[src/hw/rtl/scl_pkg.sv]
package scl_pkg;

   localparam int CMD_W = 16;
   localparam int MAG_W = 17;
   localparam int SUM_W = 18;
   localparam int BUD_W = 16;
   localparam int CSR_IDX_W = 4;
   localparam int CSR_DAT_W = 13;
   localparam int MAX_WHEELS = 4;

   // Budget divider: 31-bit magnitude times 2^16 over a 24-bit divisor.
   localparam int BNUM_W = 47;
   localparam int BDEN_W = 24;
   // Lane divider: 17-bit magnitude times 16-bit budget over an 18-bit sum.
   localparam int LNUM_W = 33;

   localparam int BUD_LAT = BNUM_W + 5;
   localparam int LANE_LAT = LNUM_W + 2;

   localparam logic [CSR_IDX_W-1:0] CSR_POWER_OFFSET     = 4'd0;
   localparam logic [CSR_IDX_W-1:0] CSR_SAFE_BUFFER      = 4'd1;
   localparam logic [CSR_IDX_W-1:0] CSR_PEAK_TIME_TENTHS = 4'd2;
   localparam logic [CSR_IDX_W-1:0] CSR_CURRENT_OFFSET   = 4'd3;
   localparam logic [CSR_IDX_W-1:0] CSR_DEAD_VOLTAGE     = 4'd4;
   localparam logic [CSR_IDX_W-1:0] CSR_SLOWDOWN_VOLTAGE = 4'd5;
   localparam logic [CSR_IDX_W-1:0] CSR_MAX_OUTPUT_POWER = 4'd6;
   localparam logic [CSR_IDX_W-1:0] CSR_CURRENT_SCALE    = 4'd7;

   localparam logic [1:0] MODE_NOCAP = 2'd0;
   localparam logic [1:0] MODE_DEAD  = 2'd1;
   localparam logic [1:0] MODE_RAMP  = 2'd2;
   localparam logic [1:0] MODE_FULL  = 2'd3;

   typedef struct packed {
      logic signed [6:0]  power_offset;
      logic [7:0]         safe_buffer;
      logic [6:0]         peak_time_tenths;
      logic signed [12:0] current_offset;
      logic [11:0]        dead_voltage;
      logic [11:0]        slowdown_voltage;
      logic [8:0]         max_output_power;
      logic [11:0]        current_scale;
   } cfg_type;

   localparam cfg_type CFG_RESET = '{
      power_offset:     7'sd0,
      safe_buffer:      8'd10,
      peak_time_tenths: 7'd10,
      current_offset:   13'sd0,
      dead_voltage:     12'd1200,
      slowdown_voltage: 12'd1800,
      max_output_power: 9'd300,
      current_scale:    12'd819
   };

endpackage

[src/hw/rtl/scl_div.sv]
module scl_div #(
   parameter int NW = 32,
   parameter int DW = 16,
   parameter int TW = 1
) (
   input  logic          clock,
   input  logic          adv,
   input  logic [NW-1:0] num,
   input  logic [DW-1:0] den,
   input  logic [TW-1:0] tag,
   output logic [NW-1:0] quo,
   output logic [TW-1:0] tag_out
);

   // One restoring step per stage; the numerator shifts out as quotient bits shift in.
   logic [DW-1:0] rem_ff [1:NW];
   logic [NW-1:0] nq_ff  [1:NW];
   logic [DW-1:0] den_ff [1:NW];
   logic [TW-1:0] tag_ff [1:NW];

   for (genvar k = 0; k < NW; k++) begin : g_step
      logic [DW-1:0] r_cur;
      logic [DW-1:0] d_cur;
      logic [NW-1:0] nq_cur;
      logic [TW-1:0] t_cur;
      logic [DW:0]   trial;
      logic          ge;

      if (k == 0) begin : g_first
         assign r_cur  = '0;
         assign d_cur  = den;
         assign nq_cur = num;
         assign t_cur  = tag;
      end else begin : g_next
         assign r_cur  = rem_ff[k];
         assign d_cur  = den_ff[k];
         assign nq_cur = nq_ff[k];
         assign t_cur  = tag_ff[k];
      end

      assign trial = {r_cur, nq_cur[NW-1]};
      assign ge    = trial >= {1'b0, d_cur};

      always_ff @(posedge clock) begin
         if (adv) begin
            rem_ff[k+1] <= ge ? DW'(trial - {1'b0, d_cur}) : trial[DW-1:0];
            nq_ff[k+1]  <= {nq_cur[NW-2:0], ge};
            den_ff[k+1] <= d_cur;
            tag_ff[k+1] <= t_cur;
         end
      end
   end

   assign quo     = nq_ff[NW];
   assign tag_out = tag_ff[NW];

endmodule

[src/hw/rtl/scl_lane.sv]
module scl_lane (
   input  logic                              clock,
   input  logic                              adv,
   input  logic signed [scl_pkg::CMD_W-1:0]  cmd,
   input  logic [scl_pkg::BUD_W-1:0]         budget,
   input  logic [scl_pkg::SUM_W-1:0]         sum,
   input  logic                              limited,
   output logic signed [scl_pkg::CMD_W-1:0]  wheel_out
);
   import scl_pkg::*;

   localparam int TAG_W = CMD_W + 2;

   logic signed [MAG_W-1:0] cx_w;
   logic [MAG_W-1:0]        mag_w;
   logic [LNUM_W-1:0]       prod_ff;
   logic [SUM_W-1:0]        den_ff;
   logic [TAG_W-1:0]        tag_ff;
   logic [LNUM_W-1:0]       quo_w;
   logic [TAG_W-1:0]        tag_w;
   logic signed [MAG_W:0]   q_w;
   logic [CMD_W-1:0]        res_in;
   logic [CMD_W-1:0]        wheel_out_ff;

   assign cx_w  = MAG_W'(cmd);
   assign mag_w = cx_w[MAG_W-1] ? MAG_W'(-cx_w) : cx_w;

   always_ff @(posedge clock) begin
      if (adv) begin
         prod_ff <= LNUM_W'(mag_w) * LNUM_W'(budget);
         den_ff  <= sum;
         tag_ff  <= {limited, cmd[CMD_W-1], cmd};
      end
   end

   scl_div #(
      .NW(LNUM_W),
      .DW(SUM_W),
      .TW(TAG_W)
   ) u_div (
      .clock   (clock),
      .adv     (adv),
      .num     (prod_ff),
      .den     (den_ff),
      .tag     (tag_ff),
      .quo     (quo_w),
      .tag_out (tag_w)
   );

   assign q_w    = $signed({1'b0, quo_w[MAG_W-1:0]});
   assign res_in = tag_w[TAG_W-1] ? CMD_W'(tag_w[CMD_W] ? -q_w : q_w) : tag_w[CMD_W-1:0];

   always_ff @(posedge clock) begin
      if (adv) begin
         wheel_out_ff <= res_in;
      end
   end

   assign wheel_out = wheel_out_ff;

endmodule

[config.mk]
export PLATFORM = sky130hd
export DESIGN_NAME = scl_lane
export DESIGN_NICKNAME = d
export VERILOG_FILES = /design/src/hw/rtl/scl_pkg.sv /design/src/hw/rtl/scl_div.sv /design/src/hw/rtl/scl_lane.sv
export SDC_FILE = /design/constraint.sdc
export NUM_CORES = 2
export LEC_CHECK = 0
export ABC_CLOCK_PERIOD_IN_PS = 10990
export BUFFER_PORTS_ARGS = -buffer_cell sky130_fd_sc_hd__buf_2
export CAP_MARGIN = 40
export CORE_MARGIN = 3
export CORE_UTILIZATION = 25
export CTS_CLUSTER_DIAMETER = 40
export DETAILED_ROUTE_END_ITERATION = 16
export PLACE_DENSITY_LB_ADDON = 0.12
export SLEW_MARGIN = 40
export SYNTH_ARGS = -nofsm -noshare
export SYNTH_HDL_FRONTEND = slang
export SYNTH_SLANG_ARGS = --single-unit
[constraint.sdc]
create_clock -name clock -period 10.99 [get_ports clock]
set_clock_uncertainty 0.2 [all_clocks]
set_input_delay 2.198 -clock clock [delete_from_list [all_inputs] [get_ports clock]]
set_output_delay 2.198 -clock clock [all_outputs]
set_load 0.02 [all_outputs]
# Word-level counts from Yosys, hierarchy flattened
# Memory sizes are Yosys's and may differ from the RTL's.
# Index checks and enable logic that the tools add are counted.
dict set report totals {
  reg_bits 85
  mem_bits_rw 2871
  in_bits 53
  output_inout_bits 16
  elab_cells 115
  mem_count 4
}
# name words word_bits read_ports rd_ports_with_merged_regs write_ports line_no
set mem_list {}
lappend mem_list {u_div.nq_ff 33 33 33 0 33 scl_div.sv:17} ;# logic [NW-1:0] nq_ff [1:NW];
lappend mem_list {u_div.den_ff 33 18 32 0 33 scl_div.sv:18} ;# logic [DW-1:0] den_ff [1:NW];
lappend mem_list {u_div.rem_ff 33 18 32 0 33 scl_div.sv:16} ;# logic [DW-1:0] rem_ff [1:NW];
lappend mem_list {u_div.tag_ff 33 18 33 0 33 scl_div.sv:19} ;# logic [TW-1:0] tag_ff [1:NW];
dict set report op_classes {
  addsub 35
  n_mul 1
  magnitude_cmp 33
  mux 38
}
# op count
set op_table {}
lappend op_table {{$ge A19 B18 Y1} 32}
lappend op_table {{$mux W18} 33}
lappend op_table {{$sub A18 B18 Y18} 32}
lappend op_table {{$mul A17 B16 Y33} 1}
lappend op_table {{$mux W16} 2}
lappend op_table {{$ge A1 B18 Y1} 1}
lappend op_table {{$sub A1 B18 Y18} 1}
lappend op_table {{$mux W17} 1}
lappend op_table {{$neg A16 Y17} 1}
lappend op_table {{$neg A16 Y16} 1}
lappend op_table {{$mux W1} 2}

# Longest topological paths before layout
# An unclocked memory read counts as a cell.
dict set report logic_depth {
  ltp_word 4
  mapped_depth 29
  mapped_depth_nobuf 28
}

# Cells and area by module
# From an unflattened synthesis, not the netlist that was laid out.
dict set report unflattened {
  hier_cells 9114
  area_unflattened_um2 132734.8
}
# module n_inst cells_per_inst area_each_um2 seq_area_each_um2
set by_module_without_submodules {}
lappend by_module_without_submodules {scl_div 1 7865 120300.4 85131.6}
lappend by_module_without_submodules {scl_lane 1 1249 12434.4 2522.4}

# Worst setup path before layout
# OpenSTA, ideal clock, no wires.
dict set report synth_timing {
  path_kind {input -> register}
  startpoint {input port cmd[6] (netlist bit)}
  endpoint {register prod_ff[28], data pin}
  setup_ps 265
  t_arrival_ps 8510
  required_ps 10525
  slack_ps 2015
  path_stages 26
  path_cell_list {nor4_1 -> nand4_1 -> o21ai_0 -> xnor2_1 -> clkbuf_1 -> nand2_1 -> fa_1 -> fa_1 -> inv_1 -> fa_1 -> ha_1 -> fa_1 -> inv_1 -> fa_1 -> inv_1 -> ha_1 -> clkbuf_1 -> a21o_1 -> a31o_2 -> o31ai_1 -> a21oi_1 -> o211ai_1 -> a21oi_1 -> a21oi_1 -> o21ai_0 -> xor2_1}
}
dict set report synth_via {
  elab_chain_len 3
}
# element line_no
set synth_lines {}
lappend synth_lines {{start: declaration} scl_lane.sv:4} ;# input logic signed [scl_pkg::CMD_W-1:0] cmd,
lappend synth_lines {{$neg A16 Y17} scl_lane.sv:26} ;# assign mag_w = cx_w[MAG_W-1] ? MAG_W'(-cx_w) : cx_w;
lappend synth_lines {{$mux W17 (*)} scl_lane.sv:26}
lappend synth_lines {{$mul A17 B16 Y33 (*)} scl_lane.sv:30} ;# prod_ff <= LNUM_W'(mag_w) * LNUM_W'(budget);
lappend synth_lines {{end signal: assignment} scl_lane.sv:30}
lappend synth_lines {{end: declaration} scl_lane.sv:16} ;# logic [LNUM_W-1:0] prod_ff;
# Mark *: on every way between the ends. The rest lies on a longest branch, timed or not.
# A chain may end at the register's enable or synchronous reset.

# Final worst setup path
dict set report layout_timing {
  startpoint {input port cmd[6] (netlist bit)}
  endpoint {register prod_ff[31], data pin}
}
# The elaborated chain is that of the path after synthesis.

==> impl_summary.txt <==
----------------------------------------------------
[Status]
  Run status ... completed

[Detailed routing]
  Total routed wirelength ... 261,300 um
  Routed WL per cell ... 16.61 um
  Initial DRC count ... 3,116
  Post-DR vias/cell ... 4.254
  Number of nets with antenna violations after detailed routing ... 0
  Via count ... 66,920
  First-pass iteration count of the detailed router ... 6
  DRC Markers ... 0

[Place]
  Buffers on Ports ... 68
  Hpwl dp ... 188,000 um
  Routability congestion estimate from global placement ... 0.8147

[Critical path]
  Crit. Startpoint ... cmd[6]
  Critical path class ... input pin to flip-flop
  Worst reg2reg path depth ... 11
  Worst-path fanout max ... 13
  Startpoint kind of the worst setup timing path ... input pin
  Data arrival time of the worst path ... 9.87 ns
  Crit Reg-Reg Endpoint ... u_div.rem_ff[0][111]$_DFFE_PP_
  Reg2Reg Launch Point ... u_div.den_ff[0][91]$_DFFE_PP_
  Reg2reg setup slack ... 6.80 ns
  Critical Path RT ... 11.49 ns
  Critical path capture point type ... flip-flop
  Destination of the critical timing path ... prod_ff[31]$_DFFE_PP_

[Floorplanning]
  Core outline area ... 467,900 sq um
  Die area ... 478,900 sq um
  Starting density of the core ... 0.2515
  Die X-Extent ... 692.0 um
  Rows ... 251
  Count of boundary I/O pins ... 69
  DIE HEIGHT ... 692.0 um

[GRT]
  Total Routing Usage GR ... 0.1076
  Wire length of the first global-routing pass ... 412,100 um
  Total overflow reported by the global router ... 0
  Largest net degree at the start of global routing ... 154
  Via count of the first global-routing pass ... 72,070
  Antenna violations before repair ... 10

[Clock network]
  H-tree depth reported by CTS ... 5
  Clock tree from TritonCTS ... yes
  Number of buffers created by CTS ... 450
  CTS root buffer ... sky130_fd_sc_hd__clkbuf_16
  # hold bufs at CTS ... 0
  Clock transition at the registers of the reported paths ... 0.05 ns
  Clk_lat worst skew ... 1.00 ns
  Maximum buffer depth of the clock tree ... 4
  Post-CTS setup-driven buffer insertion count ... 0
  Gates resized, CTS repair ... 0
  Number of sinks on the clock net ... 2,461

[Synth]
  Fraction of the mapped netlist area in compound gates ... 0.08996
  Most frequently used flop master after synthesis ... sky130_fd_sc_hd__edfxtp_1
  Number of flops mapped to enable cells by yosys ... 2,461
  Fraction of synthesized area in multiplexers ... 0.02756
  XOR/XNOR Fraction of Synth Area ... 0.03394
  Simple-gate portion of the synthesized area ... 0.07019
  Area share of fa/ha/maj cells after synthesis ... 0.1135
  Most repeated cell in the gate-level netlist after synthesis ... sky130_fd_sc_hd__edfxtp_1
  Library cell occupying the most area in the post-synthesis netlist ... sky130_fd_sc_hd__edfxtp_1
  Sequential fraction of the synthesis area ... 0.6281
  Post-synthesis instance area ... 117,700 sq um
  Proportion of synthesized flip-flops having asynchronous set or reset ... 0
  Number of distinct library cell variants in the gate-level netlist after synthesis ... 92
  Gate count after technology mapping ... 8,637
  Yosys synthesis warning count ... 0
  Post-Syn Area per Cell ... 13.62 sq um
  Cell types with the highest counts after synthesis ... sky130_fd_sc_hd__edfxtp_1, sky130_fd_sc_hd__inv_1, sky130_fd_sc_hd__ha_1
  Main area contributors after synthesis ... sky130_fd_sc_hd__edfxtp_1, sky130_fd_sc_hd__ha_1, sky130_fd_sc_hd__fa_1
  Main combinational cell family by area after synthesis ... adder cells
  Post-synthesis sequential element count ... 2,461
  Fraction of post-synthesis cell area in the top cell type by area ... 0.6281

[STA]
  Max frequency ... 106.7 MHz
  Number of hold violations in the final report ... 0
  Worst-margin pin slew ... 0.7869 ns
  Total negative slack ... 0 ns
  Crit share post-route ... 0.8527
  RSZ-0062 raised after global routing ... false
  Final setup viols ... 0
  Normalized max-slew margin ... 0.4618
  Crit path time final ... 9.371 ns
  Max-slew violation count ... 0

[Pwr]
  Total Power Consumption ... 44.25 mW
  Standby leakage power ... 55.31 nW
  Ratio of total power to cell area ... 311.1 nW/um^2
  Highest ir drop seen on vdd ... 0.2584 mV

[Layout]
  Fraction of final layout cells with drive strength greater than 1 ... 0.1320
  Layout area overhead ... 20.88%
  Number of nets in the final layout ... 10,110

[Job]
  Max Cap Violations ... 0

[Min path]
  HP Class ... flip-flop to flip-flop

----------------------------------------------------
registers in the layout, summed over array words and instances (netlist names):
name / count
u_div.nq_ff: 664
den_ff: 18
wheel_out: 16
u_div.den_ff: 576
u_div.tag_ff: 561
prod_ff: 33
tag_ff: 17
u_div.rem_ff: 576
worst min path at each step:
stage | startpoint | slack, ns | cells past startpoint | endpoint
global placement | u_div.tag_ff[7][17]$_DFFE_PP_ | 0.20 | 0 | u_div.tag_ff[7][35]$_DFFE_PP_
floorplan | u_div.nq_ff[0][966]$_DFFE_PP_ | 0.20 | 0 | u_div.nq_ff[0][1000]$_DFFE_PP_
finish | u_div.tag_ff[2][10]$_DFFE_PP_ | 0.10 | 0 | u_div.tag_ff[2][28]$_DFFE_PP_
detailed placement | u_div.nq_ff[0][987]$_DFFE_PP_ | 0.20 | 0 | u_div.nq_ff[0][1021]$_DFFE_PP_
global route | u_div.nq_ff[0][380]$_DFFE_PP_ | 0.09 | 0 | u_div.nq_ff[0][414]$_DFFE_PP_
CTS | u_div.nq_ff[0][280]$_DFFE_PP_ | 0.08 | 0 | u_div.nq_ff[0][314]$_DFFE_PP_
layer usage:
layer / wire length [um] / share of wire / track usage
met5: 68 / 0.00026 / 0
met4: 10080 / 0.039 / 0.04316
met3: 9236 / 0.035 / 0.01858
met2: 140200 / 0.54 / 0.2056
met1: 101800 / 0.39 / 0.1164
where the power goes:
| group | internal, mW | total (mW) | switching [mW] |
|---|---|---|---|
| clock | 9.14 | 14.1 | 5.00 |
| combinational | 7.07 | 16.3 | 9.19 |
| sequential | 13.0 | 13.8 | 0.806 |
per-stage QoR:
| stage | area [sq um] | instances | utilization | hold WS, ns | setup WS [ns] |
|---|---|---|---|---|---|
| after global routing | 142200 | 15730 | 0.3039 | 0.08705 | 1.147 |
| final | 142200 | 15730 | 0.3040 | 0.1008 | 1.619 |
| after floorplan | 117700 | 8651 | - | 0.2003 | 2.015 |
| after detailed placement | 126300 | 14870 | 0.2699 | 0.2045 | 0.4558 |
| after CTS | 142000 | 15720 | 0.3035 | 0.08209 | 1.534 |
| after global placement | 126100 | 14860 | 0.2694 | 0.2005 | 0.4989 |
critical path, cell delays in order:
cell and delay (ns):
sky130_fd_sc_hd__buf_2 0.12, sky130_fd_sc_hd__nor4_1 0.45, sky130_fd_sc_hd__nand4_1 0.27, sky130_fd_sc_hd__o41ai_1 0.70, sky130_fd_sc_hd__xnor2_4 0.34, sky130_fd_sc_hd__and2_1 0.28, sky130_fd_sc_hd__fa_1 0.49, sky130_fd_sc_hd__inv_1 0.06
sky130_fd_sc_hd__fa_1 0.50, sky130_fd_sc_hd__fa_1 0.52, sky130_fd_sc_hd__inv_1 0.05, sky130_fd_sc_hd__fa_1 0.47, sky130_fd_sc_hd__fa_1 0.55, sky130_fd_sc_hd__inv_1 0.05, sky130_fd_sc_hd__fa_1 0.53, sky130_fd_sc_hd__inv_1 0.05
sky130_fd_sc_hd__ha_1 0.32, sky130_fd_sc_hd__inv_1 0.15, sky130_fd_sc_hd__nor3_1 0.08, sky130_fd_sc_hd__a211oi_1 0.46, sky130_fd_sc_hd__a211oi_1 0.22, sky130_fd_sc_hd__a211oi_1 0.54, sky130_fd_sc_hd__nand3_1 0.15, sky130_fd_sc_hd__a31oi_1 0.22
sky130_fd_sc_hd__xnor2_1 0.08
cells by family (layout without fill, tap and decap cells):
group           after synthesis  count (layout)
flops                      2461            2461
simple gates               1716            1716
compound gates             1675            1675
buf+inv                    1115            1993
fa+ha+maj                   924             924
xor+xnor                    456             456
mux                         288             288
other cells                   2              19
cells in the final DEF, fill, tap and decap left out, types with 29 or more instances in the layout:
master,instances
sky130_fd_sc_hd__a211oi_1,29
sky130_fd_sc_hd__a21oi_1,592
sky130_fd_sc_hd__a21boi_0,41
sky130_fd_sc_hd__inv_1,982
sky130_fd_sc_hd__o21a_1,83
sky130_fd_sc_hd__mux2_2,213
sky130_fd_sc_hd__clkinvlp_4,59
sky130_fd_sc_hd__nor2_1,486
sky130_fd_sc_hd__buf_4,61
sky130_fd_sc_hd__ha_1,685
sky130_fd_sc_hd__mux2i_1,48
sky130_fd_sc_hd__o21bai_1,59
sky130_fd_sc_hd__a21o_1,218
sky130_fd_sc_hd__clkinv_1,47
sky130_fd_sc_hd__nand3_1,86
sky130_fd_sc_hd__nand2b_1,98
sky130_fd_sc_hd__nand4_1,75
sky130_fd_sc_hd__clkbuf_1,37
sky130_fd_sc_hd__clkinv_4,51
sky130_fd_sc_hd__nor2b_1,85
sky130_fd_sc_hd__a31oi_1,51
sky130_fd_sc_hd__nor3_1,84
sky130_fd_sc_hd__buf_2,68
sky130_fd_sc_hd__xor2_1,170
sky130_fd_sc_hd__and2_1,138
sky130_fd_sc_hd__bufinv_16,65
sky130_fd_sc_hd__o31ai_1,49
sky130_fd_sc_hd__inv_6,43
sky130_fd_sc_hd__clkinv_2,67
sky130_fd_sc_hd__and3_1,61
sky130_fd_sc_hd__nand2_1,458
sky130_fd_sc_hd__edfxtp_1,2461
sky130_fd_sc_hd__fa_1,239
sky130_fd_sc_hd__o21ai_0,311
sky130_fd_sc_hd__xnor2_1,282
sky130_fd_sc_hd__clkbuf_16,453
layout make-up:
class | instances | area (sq um)
multi-input cells | 5075 | 39690
well taps | 6198 | 7755
flip-flops and latches | 2461 | 73900
diodes | 3 | 7.507
inverters | 983 | 3690
fillers | 46400 | 325700
clock inverters | 360 | 4265
repair buffers | 160 | 1445
clock buffers | 490 | 11470
No activity file was read; power rests on OpenSTA's default activity.
